===== src/rtl/core/pca2d_pkg.sv =====
`timescale 1ns / 1ps
// ----------------------------------------------------------------------------
// pca2d_pkg
// Types, widths and helpers shared by the 2D principal direction block.
// ----------------------------------------------------------------------------
package pca2d_pkg;

   localparam int COORD_BITS = 18;
   localparam int DX_BITS    = COORD_BITS + 1;
   localparam int CNT_BITS   = 11;
   localparam int MAX_POINTS = 1024;
   localparam int COUNT_TOP  = (1 << CNT_BITS) - 1;
   localparam int POINT_CAP  = (MAX_POINTS < COUNT_TOP) ? MAX_POINTS : COUNT_TOP;
   localparam int SUM_BITS   = 29;
   localparam int SQ_BITS    = 47;
   localparam int OUT_BITS   = 48;
   localparam int WORD_BITS  = 64;
   localparam int PROD_BITS  = 2 * WORD_BITS;
   localparam int STEP_BITS  = 6;
   localparam int REM_BITS   = WORD_BITS + 3;

   localparam logic signed [WORD_BITS-1:0] OUT_MAX =
      (WORD_BITS'(1) <<< (OUT_BITS - 1)) - WORD_BITS'(1);
   localparam logic signed [WORD_BITS-1:0] OUT_MIN = -OUT_MAX - WORD_BITS'(1);

   typedef enum logic [2:0] {
      S_IDLE,
      S_ACC,
      S_MUL_GO,
      S_MUL_WAIT,
      S_SQRT_GO,
      S_SQRT_WAIT,
      S_OUT
   } state_type;

   // product steps of the final eigen computation, in issue order
   typedef enum logic [3:0] {
      MS_NSQX,
      MS_SXSX,
      MS_NSQY,
      MS_SYSY,
      MS_NCR,
      MS_SXSY,
      MS_ADAD,
      MS_BB,
      MS_DOTX,
      MS_DOTY
   } mul_sel_type;

   typedef struct packed {
      logic        req_ready;
      logic        accum;
      logic        mul_start;
      logic        mul_store;
      mul_sel_type mul_sel;
      logic        sqrt_start;
      logic        sqrt_store;
      logic        rsp_load;
   } cmd_type;

   typedef struct packed {
      logic req_fire;
      logic last;
      logic few;
      logic mul_done;
      logic sqrt_done;
      logic rsp_free;
   } status_type;

   function automatic logic [WORD_BITS-1:0] mag(input logic signed [WORD_BITS-1:0] v);
      return v[WORD_BITS-1] ? WORD_BITS'(-v) : WORD_BITS'(v);
   endfunction

   function automatic logic signed [OUT_BITS-1:0] sat_out(
      input logic signed [WORD_BITS-1:0] v);
      logic signed [WORD_BITS-1:0] c;
      c = v;
      if (v > OUT_MAX) c = OUT_MAX;
      if (v < OUT_MIN) c = OUT_MIN;
      return c[OUT_BITS-1:0];
   endfunction

endpackage


===== src/rtl/core/pca2d_ctrl.sv =====
`timescale 1ns / 1ps
// ----------------------------------------------------------------------------
// pca2d_ctrl
// Sequencer: point intake, product steps, square root and result hand-off.
// ----------------------------------------------------------------------------
module pca2d_ctrl import pca2d_pkg::*; (
   input  logic       clock,
   input  logic       reset,
   input  status_type status,
   output cmd_type    cmd
);
   state_type   state_ff, state_in;
   mul_sel_type sel_ff, sel_in;

   always_ff @(posedge clock) begin
      if (reset) begin
         state_ff <= S_IDLE;
         sel_ff   <= MS_NSQX;
      end else begin
         state_ff <= state_in;
         sel_ff   <= sel_in;
      end
   end

   always_comb begin
      state_in = state_ff;
      sel_in   = sel_ff;
      unique case (state_ff)
         S_IDLE: if (status.req_fire) state_in = S_ACC;
         S_ACC: begin
            if (!status.last) begin
               state_in = S_IDLE;
            end else if (status.few) begin
               state_in = S_OUT;
            end else begin
               state_in = S_MUL_GO;
               sel_in   = MS_NSQX;
            end
         end
         S_MUL_GO: state_in = S_MUL_WAIT;
         S_MUL_WAIT: begin
            if (status.mul_done) begin
               priority if (sel_ff == MS_BB) begin
                  state_in = S_SQRT_GO;
               end else if (sel_ff == MS_DOTY) begin
                  state_in = S_OUT;
               end else begin
                  state_in = S_MUL_GO;
                  sel_in   = mul_sel_type'(sel_ff + 4'd1);
               end
            end
         end
         S_SQRT_GO: state_in = S_SQRT_WAIT;
         S_SQRT_WAIT: begin
            if (status.sqrt_done) begin
               state_in = S_MUL_GO;
               sel_in   = MS_DOTX;
            end
         end
         S_OUT: if (status.rsp_free) state_in = S_IDLE;
         default: state_in = S_IDLE;
      endcase
   end

   always_comb begin
      cmd            = '0;
      cmd.mul_sel    = sel_ff;
      unique case (state_ff)
         S_IDLE:      cmd.req_ready  = 1'b1;
         S_ACC:       cmd.accum      = 1'b1;
         S_MUL_GO:    cmd.mul_start  = 1'b1;
         S_MUL_WAIT:  cmd.mul_store  = status.mul_done;
         S_SQRT_GO:   cmd.sqrt_start = 1'b1;
         S_SQRT_WAIT: cmd.sqrt_store = status.sqrt_done;
         S_OUT:       cmd.rsp_load   = status.rsp_free;
         default:     cmd.req_ready  = 1'b0;
      endcase
   end
endmodule


===== config.mk =====
export PLATFORM = sky130hd
export DESIGN_NAME = pca2d_ctrl
export DESIGN_NICKNAME = d
export VERILOG_FILES = /design/src/rtl/core/pca2d_pkg.sv /design/src/rtl/core/pca2d_ctrl.sv
export SDC_FILE = /design/constraint.sdc
export NUM_CORES = 1
export LEC_CHECK = 0
export BUFFER_PORTS_ARGS = -buffer_cell sky130_fd_sc_hd__buf_2
export CAP_MARGIN = 10
export CORE_MARGIN = 5
export CORE_UTILIZATION = 43
export DETAILED_ROUTE_END_ITERATION = 12
export PLACE_DENSITY = 0.72
export SKIP_LAST_GASP = 1
export SYNTH_ARGS = -nofsm -noshare
export SYNTH_HDL_FRONTEND = slang
export SYNTH_SLANG_ARGS = --single-unit
export TNS_END_PERCENT = 5

===== constraint.sdc =====
create_clock -name clock -period 1.55 [get_ports clock]
set_input_delay 0.31 -clock clock [delete_from_list [all_inputs] [get_ports clock]]
set_output_delay 0.31 -clock clock [all_outputs]
set_load 0.01 [all_outputs]

==> results of run 1 <==
==> critical path, delay by kind of cell, from the launching register on <==
| kind | cells | cell delay [ns] |
|---|---|---|
| and+or+nand+nor | 2 | 0.66 |
| DFF | 1 | 0.35 |
| AOI/OAI and AO/OA | 2 | 0.29 |
| adders and majority gates | 1 | 0.17 |
| buffers and inverters | 1 | 0.05 |
==> path summary, 6_finish.rpt <==
kind / from / end / slack, ns / cells after the start
max: sel_ff[1]$_SDFFE_PP0P_ / sel_ff[2]$_SDFFE_PP0P_ / -0.02 / 6
min reg2reg: sel_ff[1]$_SDFFE_PP0P_ / sel_ff[1]$_SDFFE_PP0P_ / 0.52 / 2
min: reset / sel_ff[1]$_SDFFE_PP0P_ / 0.32 / 2
max reg2reg: sel_ff[1]$_SDFFE_PP0P_ / sel_ff[2]$_SDFFE_PP0P_ / -0.02 / 6
==> metal layers <==
metal | up-vias | GRT usage (%) | routed length [µm]
met5 | - | 0 | 0
met4 | 0 | 3.31 | 14
met3 | 3 | 6.90 | 118
met2 | 23 | 19.8 | 652
met1 | 294 | 25.0 | 705
li1 | 331 | - | -
==> cells in the mapped netlist (all sizes together), types with 3 or more instances <==
cell / count
or4: 3
nand3b: 4
nor3: 6
o21ai: 6
dfxtp: 7
inv: 5
a21oi: 8
nor2: 3
buf: 3
nand2b: 3
nor3b: 3
==> power breakdown <==
| part | switching [mW] | leakage, nW | internal, mW |
|---|---|---|---|
| clock | 0.0699 | 0.0150 | 0.0984 |
| sequential | 0.0182 | 0.0585 | 0.188 |
| combinational | 0.0720 | 0.282 | 0.0683 |
| total | 0.160 | 0.355 | 0.355 |
==> per-stage QoR <==
stage,power (mW),setup TNS (ns)
after floorplan,0.291,0
after global placement,0.345,0
after detailed placement,0.346,-0.00186
final,0.515,-0.0589
after global routing,0.559,-0.508
after CTS,0.519,-0.0579
==> cell type report <==
cell class / count / area share (%)
multi-input combinational: 57 / 53.2
clock buffer: 4 / 3.24
timing repair buffer: 27 / 21.0
inverter: 5 / 2.31
tap: 15 / 2.31
sequential: 7 / 18.0
==> what timing repair did <==
| item | CTS | global route |
|---|---|---|
| endpoints found under the setup margin | 7 | 8 |
| hold buffers | 0 | 0 |
| gates resized for setup | 2 | 5 |
==> cells by family (layout without fill, tap and decap cells) <==
family	after synthesis	in the layout	share of synthesized area (%)
AO/OA/AOI/OAI	24	24	27.5
adder cells (fa/ha/maj)	2	2	4.23
buffers and inverters	10	36	8.24
flip-flops	7	7	23.7
AND/OR/NAND/NOR	31	31	36.4
==> flip-flops by register name (all words and copies together) (netlist names) <==
register	count
sel_ff	4
state_ff	3
==> reports/metrics.yaml, run 1 <==
worst_setup_path:
  path_cells: "inv_1, ha_1, nand3b_1, a32oi_4, or4_1, a21oi_1"
  worstPathMaxFanout: 7
  worstSetupEndpointType: "flop"
  crit_type: "flop to flop"
  worstPathRequired_ns: 1.74
  max_stage_delay_ns: 0.51
  arrival_ns: 1.77
  slowest_stage: "or4_1"
  critical_path.startpoint_type: "flop"
clock_network:
  cts_setup_buffers: 0
  cts_tree: "done"
  clk_latency_ns: 0.26
  clkTransAtPathRegs_ns: 0.05
  ctsRootBufferMaster: "clkbuf_4"
  htreeDepth: 1
  cts.sinks: 7
  clk_path_buf_depth: 2
  cts-buffers-inserted: 3
route:
  routed_via_density: 5.66
  first_pass_iters: 4
  wl_per_cell_um: 13.0
  drtIter0Drc: 21
  drt-total-wl_um: 1490
  route.detailed.drc: 0
  detail-route-antenna-nets: 0
  num_vias: 651
grt:
  grt_pass1_wl_um: 2500
  grt.total_usage_pct: 16.0
  grt_pass1_vias: 538
  antenna_found_initial: 0
  grt_max_degree: 18
  overflow: 0
placement:
  numPlacedInstances: 111
  postPlaceCellArea_um2: 754
  gp_congestion: 0.843
  hpwlAfterDp_um: 1140
  pre_cts_ws_ns: -0.00186
  port_buffers: 18
logic_synthesis:
  synth_area_leaders: "dfxtp_1 24%, a21oi_1 6.8%, nor3_1 5.1%"
  syn_inst: 74
  synth_top_area_share_pct: 23.7
  synth_cell_type_count: 39
  syn_area_um2: 592
  synth.ff_latch_count: 7
  synth_edf_count: 0
  synth_area_leader_cell: "dfxtp_1"
  ys_async_sr_fraction_pct: 0
  yosysSeqAreaShare_pct: 23.7
  syn_nets: 84
  avgSynthCellArea_um2: 8.00
  synthFlopType: "dfxtp_1"
  yosys_warnings: 0
sta:
  fin_crit_sh_pct: 102
  setup_viol: 3
  tightest_slew_ns: 0.280
  fin_crit_ns: 1.57
  max_freq_mhz: 635
  setup_ws_ns: -0.0248
  fin_hold_ws_ns: 0.323
  grt_setup_unrepaired: "yes"
  clock_skew_ns: 0.00572
  final_max_slew_viol_count: 0
  slew_headroom_pct: 81.2
  finalHoldViolations: 0
floorplan:
  start_util_pct: 45.5
  dieWidth_um: 47.1
  fp.coreArea_mm2: 0.00130
  die_area_mm2: 0.00222
  io_pins: 19
  die_y_um: 47.1
  rows: 13
run:
  drv_cap: 0
run_status:
  violations: "setup timing"
  status: "complete, but fails checks"
finish:
  fin_cells: 115
  design_area_um2: 812
  nNetsFinal: 111
  final-seq-area_um2: 146
  layout_commonest_cell: "buf_2"
  drive_above_1_share_pct: 44.0
  layout_common_cells: "18 x buf_2, 8 x buf_4, 7 x a21oi_1, 6 x nor3_1"
  fillers: 127
  multi_input_area_um2: 432
  areaGrowthSynthToFinish_pct: 37.2
  final_util_pct: 62.4
  antennaDiodeCount: 0
hold_path:
  min_path_type: "input pin to flop"
power:
  vdd_drop_max_uv: 429
  power.density_cell_area_mw_per_mm2: 634
  leakage_nw: 0.355
Note: power is estimated with default switching activity, not from simulation.
==> run 2, diff against run 1 <==
Settings changed: ABC_AREA set to 1.
==> reports/metrics.yaml, run 2 <==
logic_synthesis:
  yosysSeqAreaShare_pct: 23.0  # was 23.7%
  yosys_warnings: 0  # unchanged
  synthAdderAreaFrac_pct: 4.11  # was 4.23%
  avgSynthCellArea_um2: 6.22  # was 8.00 µm²
  synth_compound_area_share_pct: 11.1  # was 27.5%
  synth_edf_count: 0  # unchanged
  synth_area_leader_cell: "dfxtp_1"  # unchanged
  synth.ff_latch_count: 7  # unchanged
  syn_inst: 98  # was 74
  syn_nets: 108  # was 84
  yosys.area_share.simple_pct: 51.1  # was 36.4%
  synth_top_family_by_area: "simple AND/OR/NAND/NOR gates"  # unchanged
  synth_area_leaders: "dfxtp_1 23%, nand2_1 11%, nor2_1 9.9%"  # was dfxtp_1 24%, a21oi_1 6.8%, nor3_1 5.1%
  syn_area_um2: 609  # was 592 µm²
  synth_top_area_share_pct: 23.0  # was 23.7%
  synth_cell_type_count: 23  # was 39
  synth-xor-area-share_pct: 0  # unchanged
  ys_async_sr_fraction_pct: 0  # unchanged
  synthFlopType: "dfxtp_1"  # unchanged
  synth_most_common_cell: "nand2_1"  # was a21oi_1
  yosys-top-cells-count: "18 x nand2_1, 16 x nor2_1, 13 x inv_1, 10 x nand3_1, 7 x dfxtp_1"  # was 8 x a21oi_1, 7 x dfxtp_1, 6 x nor3_1, 4 x o21ai_0
  synthMuxAreaShare_pct: 0  # unchanged
route:
  drtIter0Drc: 9  # was 21
  wl_per_cell_um: 10.3  # was 13.0 µm
  num_vias: 658  # was 651
  drt-total-wl_um: 1390  # was 1490 µm
  route.detailed.drc: 0  # unchanged
  first_pass_iters: 4  # unchanged
  routed_via_density: 4.91  # was 5.66
  detail-route-antenna-nets: 0  # unchanged
floorplan:
  fp.coreArea_mm2: 0.00132  # was 0.00130 mm²
  rows: 13  # unchanged
  dieWidth_um: 47.6  # was 47.1 µm
  die_y_um: 47.6  # was 47.1 µm
  io_pins: 19  # unchanged
  start_util_pct: 46.2  # was 45.5%
  die_area_mm2: 0.00227  # was 0.00222 mm²
clock_network:
  cts.sinks: 7  # unchanged
  clkTransAtPathRegs_ns: 0.05  # about the same
  cts_setup_buffers: 0  # unchanged
  hold_buffers: 0  # unchanged
  clk_path_buf_depth: 2  # unchanged
  htreeDepth: 1  # unchanged
  ctsRootBufferMaster: "clkbuf_4"  # unchanged
  clk_latency_ns: 0.24  # was 0.26 ns
  cts_tree: "done"  # unchanged
  cts-buffers-inserted: 3  # unchanged
power:
  vdd_drop_max_uv: 426  # was 429 µV
  leakage_nw: 0.391  # was 0.355 nW
  power.density_cell_area_mw_per_mm2: 736  # was 634 mW/mm²
  total_power_mw: 0.558  # was 0.515 mW
worst_setup_path:
  worstPathRequired_ns: 1.24  # was 1.74 ns
  worstReg2RegStart: "sel_ff[0]$_SDFFE_PP0P_"  # was sel_ff[1]$_SDFFE_PP0P_
  arrival_ns: 1.19  # was 1.77 ns
  critical_path.startpoint_type: "flop"  # unchanged
  startpoint: "state_ff[1]$_SDFFE_PP0P_"  # was sel_ff[1]$_SDFFE_PP0P_
  worstRegToRegCells: 10  # was 6
  r2r_setup_slack_ns: 0.16  # was -0.02 ns
  crit_type: "flop to output pin"  # was flop to flop
  timing.rr.end: "sel_ff[1]$_SDFFE_PP0P_"  # was sel_ff[2]$_SDFFE_PP0P_
  worstPathMaxFanout: 7  # unchanged
  worstSetupEndpointType: "output pin"  # was flop
  path_cells: "nand2_1, nor2_2, inv_1, nor2_1, buf_2"  # was inv_1, ha_1, nand3b_1, a32oi_4, or4_1, a21oi_1
  slowest_stage: "dfxtp_2"  # was or4_1
  max_stage_delay_ns: 0.43  # was 0.51 ns
hold_path:
  min_path_type: "input pin to flop"  # unchanged
  min_from: "reset"  # unchanged
  holdPathEnd: "sel_ff[2]$_SDFFE_PP0P_"  # was sel_ff[1]$_SDFFE_PP0P_
  hold_depth: 2  # unchanged
finish:
  fillers: 128  # was 127
  areaGrowthSynthToFinish_pct: 24.4  # was 37.2%
  layout_common_cells: "18 x nand2_1, 18 x buf_2, 14 x nor2_1, 13 x inv_1, 10 x nand3_1"  # was 18 x buf_2, 8 x buf_4, 7 x a21oi_1, 6 x nor3_1
  nNetsFinal: 130  # was 111
  largest-register: "sel_ff"  # unchanged
  reg_top3: "sel_ff x4, state_ff x3"  # unchanged
  drive_above_1_share_pct: 35.3  # was 44.0%
  largest_reg_flops: 4  # unchanged
  antennaDiodeCount: 0  # unchanged
  fin_cells: 134  # was 115
  design_area_um2: 758  # was 812 µm²
placement:
  gp_congestion: 0.876  # was 0.843
  hpwlAfterDp_um: 1150  # was 1140 µm
  numPlacedInstances: 130  # was 111
  postPlaceCellArea_um2: 713  # was 754 µm²
  port_buffers: 18  # unchanged
sta:
  clock_skew_ns: 0.000280  # was 0.00572 ns
  setup_viol: 0  # was 3
  fin_crit_sh_pct: 96.6  # was 102%
  finalHoldViolations: 0  # unchanged
  slew_headroom_pct: 86.3  # was 81.2%
  max_freq_mhz: 668  # was 635 MHz
  fin_crit_ns: 1.50  # was 1.57 ns
  grt_setup_unrepaired: "yes"  # unchanged
  fin_hold_ws_ns: 0.279  # was 0.323 ns
  tightest_slew_ns: 0.205  # was 0.280 ns
  final_max_slew_viol_count: 0  # unchanged
run_status:
  status: "completed"  # was complete, but fails checks
grt:
  overflow: 0  # unchanged
  grt.total_usage_pct: 13.7  # was 16.0%
  grt_pass1_wl_um: 2250  # was 2500 µm
  grt_pass1_vias: 545  # was 538
  grt_max_degree: 11  # was 18
  antenna_found_initial: 0  # unchanged
run:
  drv_cap: 0  # unchanged
[run 2: cell types whose count changed in the layout (fill, tap and decap cells not counted), sizes merged, moves of 3 or more]
cell	change
nand2	+22
nand3b	-4
buf	-9
nor2	+17
a21oi	-3
nand3	+10
inv	+11
nand2b	-3
or4	-3
nor3b	-3
[run 2: cell families after synthesis]
kind of cell               count (synthesis)
AOI/OAI and AO/OA                         11
adders and majority gates                  2
buffers and inverters                     17
DFF                                        7
and+or+nand+nor                           61
[run 2: worst max-delay path by stage]
stage,end,slack [ns],cells past startpoint
4_1_cts,cmd[1],-0.02,5
3_5_place_dp,cmd[0],0.11,5
6_report,cmd[0],0.05,5
3_3_place_gp,cmd[0],0.12,5
2_1_floorplan,sel_ff[0]$_SDFFE_PP0P_,0.20,10
5_1_grt,cmd[1],-0.05,5
[run 2: routing by layer]
layer	vias to the layer above	GRT usage, %	share of wire, %
li1	355	-	-
met1	294	19.5	50
met2	9	20.9	46
met3	0	1.13	4.3
met4	0	6.45	0
met5	-	0	0
[run 2: power by group]
part	switching (mW)	internal [mW]	total, mW
combinational	0.106	0.0692	0.175
sequential	0.0282	0.197	0.225
clock	0.0607	0.0978	0.159
[run 2: final cells by class]
cell class	instances	area, µm²	share of cell area [%]
Multi-Input combinational cell	74	414	54.6
Sequential cell	7	149	19.6
Timing Repair Buffer	18	90.1	11.9
Inverter	16	60.1	7.92
Clock buffer	4	26.3	3.47
Tap cell	15	18.8	2.48
[run 2: worst max-delay path: cells and delay by family (launching register included)]
kind | cells | cell delay (ns)
buffers and inverters | 2 | 0.19
AND/OR/NAND/NOR | 3 | 0.33
flip-flops | 1 | 0.43
[run 2: repair_timing]
action / CTS / global route
pin swaps: 0 / 0
cloned: 0 / 0
endpoints found under the setup margin: 3 / 6
resized for setup: 4 / 4
[run 2: through the flow]
stage	util [%]	setup TNS, ns	setup WS, ns
6_report	57.5	0	0.0523
3_3_place_gp	54.1	0	0.120
2_1_floorplan	-	0	0.196
5_1_grt	57.5	-0.105	-0.0526
4_1_cts	56.6	-0.0237	-0.0237
3_5_place_dp	54.1	0	0.106
==> run 3, diff against run 2 <==
Settings changed: CORE_AREA set to 5 5 42 44, CORE_MARGIN 5 to unset, CORE_UTILIZATION 43 to unset, DIE_AREA set to 0 0 47 49, PLACE_DENSITY 0.72 to 0.73.
Clock period 1.55 ns to 1.8 ns, I/O delays scaled along.
==> reports/metrics.yaml, run 3 (synthesis gave the netlist of run 2 again) <==
clock_network:
  cts.sinks: 7  # unchanged
  cts_setup_buffers: 0  # unchanged
  cts_tree: "done"  # unchanged
  clk_latency_ns: 0.25  # was 0.24 ns
  htreeDepth: 1  # unchanged
  clkTransAtPathRegs_ns: 0.05  # about the same
  clk_path_buf_depth: 2  # unchanged
  ctsRootBufferMaster: "clkbuf_4"  # unchanged
  hold_buffers: 0  # unchanged
  cts-buffers-inserted: 3  # unchanged
floorplan:
  fp.coreArea_mm2: 0.00140  # was 0.00132 mm²
  dieWidth_um: 47  # was 47.6 µm
  die_area_mm2: 0.00230  # was 0.00227 mm²
  start_util_pct: 43.5  # was 46.2%
  io_pins: 19  # unchanged
  die_y_um: 49  # was 47.6 µm
  rows: 14  # was 13
sta:
  setup_ws_ns: 0.0755  # was 0.0523 ns
  slew_headroom_pct: 81.2  # was 86.3%
  max_freq_mhz: 580
  grt_setup_unrepaired: "yes"  # unchanged
  clock_skew_ns: 0.00304  # was 0.000280 ns
  setup_viol: 0  # unchanged
  fin_crit_ns: 1.72
  tightest_slew_ns: 0.280  # was 0.205 ns
  fin_crit_sh_pct: 95.8
  final_max_slew_viol_count: 0  # unchanged
  fin_tns_setup_ns: 0  # unchanged
  finalHoldViolations: 0  # unchanged
worst_setup_path:
  r2r_setup_slack_ns: 0.37  # was 0.16 ns
  worstReg2RegStart: "sel_ff[0]$_SDFFE_PP0P_"  # unchanged
  critical_path.startpoint_type: "flop"  # unchanged
  worstPathMaxFanout: 6  # was 7
  crit_type: "flop to output pin"  # unchanged
  arrival_ns: 1.36  # was 1.19 ns
  worstSetupEndpointType: "output pin"  # unchanged
  worstPathRequired_ns: 1.44  # was 1.24 ns
  worstRegToRegCells: 10  # unchanged
  timing.rr.end: "sel_ff[0]$_SDFFE_PP0P_"  # was sel_ff[1]$_SDFFE_PP0P_
power:
  power.density_cell_area_mw_per_mm2: 643  # was 736 mW/mm²
  vdd_drop_max_uv: 393  # was 426 µV
  total_power_mw: 0.477  # was 0.558 mW
  leakage_nw: 0.390  # was 0.391 nW
finish:
  drive_above_1_share_pct: 31.9  # was 35.3%
  areaGrowthSynthToFinish_pct: 21.8  # was 24.4%
  largest-register: "sel_ff"  # unchanged
  nNetsFinal: 130  # unchanged
  reg_top3: "sel_ff x4, state_ff x3"  # unchanged
  antennaDiodeCount: 0  # unchanged
  final_util_pct: 52.9  # was 57.5%
  largest_reg_flops: 4  # unchanged
  layout_common_cells: "18 x nand2_1, 18 x buf_2, 16 x nor2_1, 13 x inv_1, 10 x nand3_1"  # was 18 x nand2_1, 18 x buf_2, 14 x nor2_1, 13 x inv_1, 10 x nand3_1
placement:
  port_buffers: 18  # unchanged
  hpwlAfterDp_um: 1170  # was 1150 µm
  pre_cts_ws_ns: 0.348  # was 0.106 ns
  gp_congestion: 0.724  # was 0.876
route:
  drtIter0Drc: 13  # was 9
  wl_per_cell_um: 10.2  # was 10.3 µm
  first_pass_iters: 4  # unchanged
  num_vias: 633  # was 658
  route.detailed.drc: 0  # unchanged
  routed_via_density: 4.69  # was 4.91
  detail-route-antenna-nets: 0  # unchanged
  drt-total-wl_um: 1380  # was 1390 µm
hold_path:
  min_path_type: "input pin to flop"  # unchanged
  hold_depth: 2  # unchanged
  min_from: "reset"  # unchanged
  holdPathEnd: "sel_ff[2]$_SDFFE_PP0P_"  # unchanged
grt:
  antenna_found_initial: 0  # unchanged
  grt_pass1_vias: 570  # was 545
  grt_max_degree: 11  # unchanged
  grt_pass1_wl_um: 2420  # was 2250 µm
  grt.total_usage_pct: 14.0  # was 13.7%
  overflow: 0  # unchanged
run_status:
  status: "completed"  # unchanged
run:
  drv_cap: 0  # unchanged
[run 3: how the worst max path moves through the flow]
stage | startpoint | endpoint | slack (ns) | depth (start not counted)
6_report | state_ff[0]$_SDFFE_PP0P_ | cmd[1] | 0.08 | 5
3_3_place_gp | state_ff[0]$_SDFFE_PP0P_ | cmd[1] | 0.39 | 5
4_1_cts | state_ff[2]$_SDFFE_PP0P_ | cmd[0] | 0.07 | 5
5_1_grt | state_ff[0]$_SDFFE_PP0P_ | cmd[1] | -0.06 | 5
2_1_floorplan | sel_ff[0]$_SDFFE_PP0P_ | sel_ff[0]$_SDFFE_PP0P_ | 0.45 | 10
3_5_place_dp | state_ff[2]$_SDFFE_PP0P_ | cmd[0] | 0.35 | 5
[run 3: area by class of cell]
class                   instances  area, µm²
repair buffers                 18       90.1
fillers                       152        659
well taps                      16       20.0
multi-input cells              74        404
clock buffers                   4       26.3
flip-flops and latches          7        141
inverters                      16       60.1
[run 3: power breakdown]
part	internal (mW)	switching, mW
clock network	0.0844	0.0550
logic	0.0581	0.0887
registers	0.169	0.0217
[run 3: critical path, stage by stage, from the launching register on]
cell and delay [ns]:
dfxtp_1 0.45, inv_2 0.11, nor2_2 0.19, nand2_1 0.13
nor2_1 0.10, buf_2 0.13
[run 3: timing repair]
| item | CTS | global route |
|---|---|---|
| gates resized for setup | 0 | 1 |
| setup endpoints to repair | 0 | 2 |
| hold endpoints to repair | 0 | 0 |
[run 3: per-stage QoR]
stage	instance area [µm²]	hold slack, ns	std cells
after global routing	742	0.329	135
final	742	0.333	135
after global placement	714	0.513	131
after detailed placement	714	0.528	131
after CTS	741	0.324	135
after floorplan	609	0.422	98
[run 3: per-layer routing]
metal | up-vias | GRT usage, % | wire [µm]
met2 | 7 | 19.7 | 678
met5 | - | 0 | 0
met4 | 0 | 6.91 | 8
met1 | 273 | 20.8 | 653
li1 | 351 | - | -
met3 | 2 | 1.11 | 34
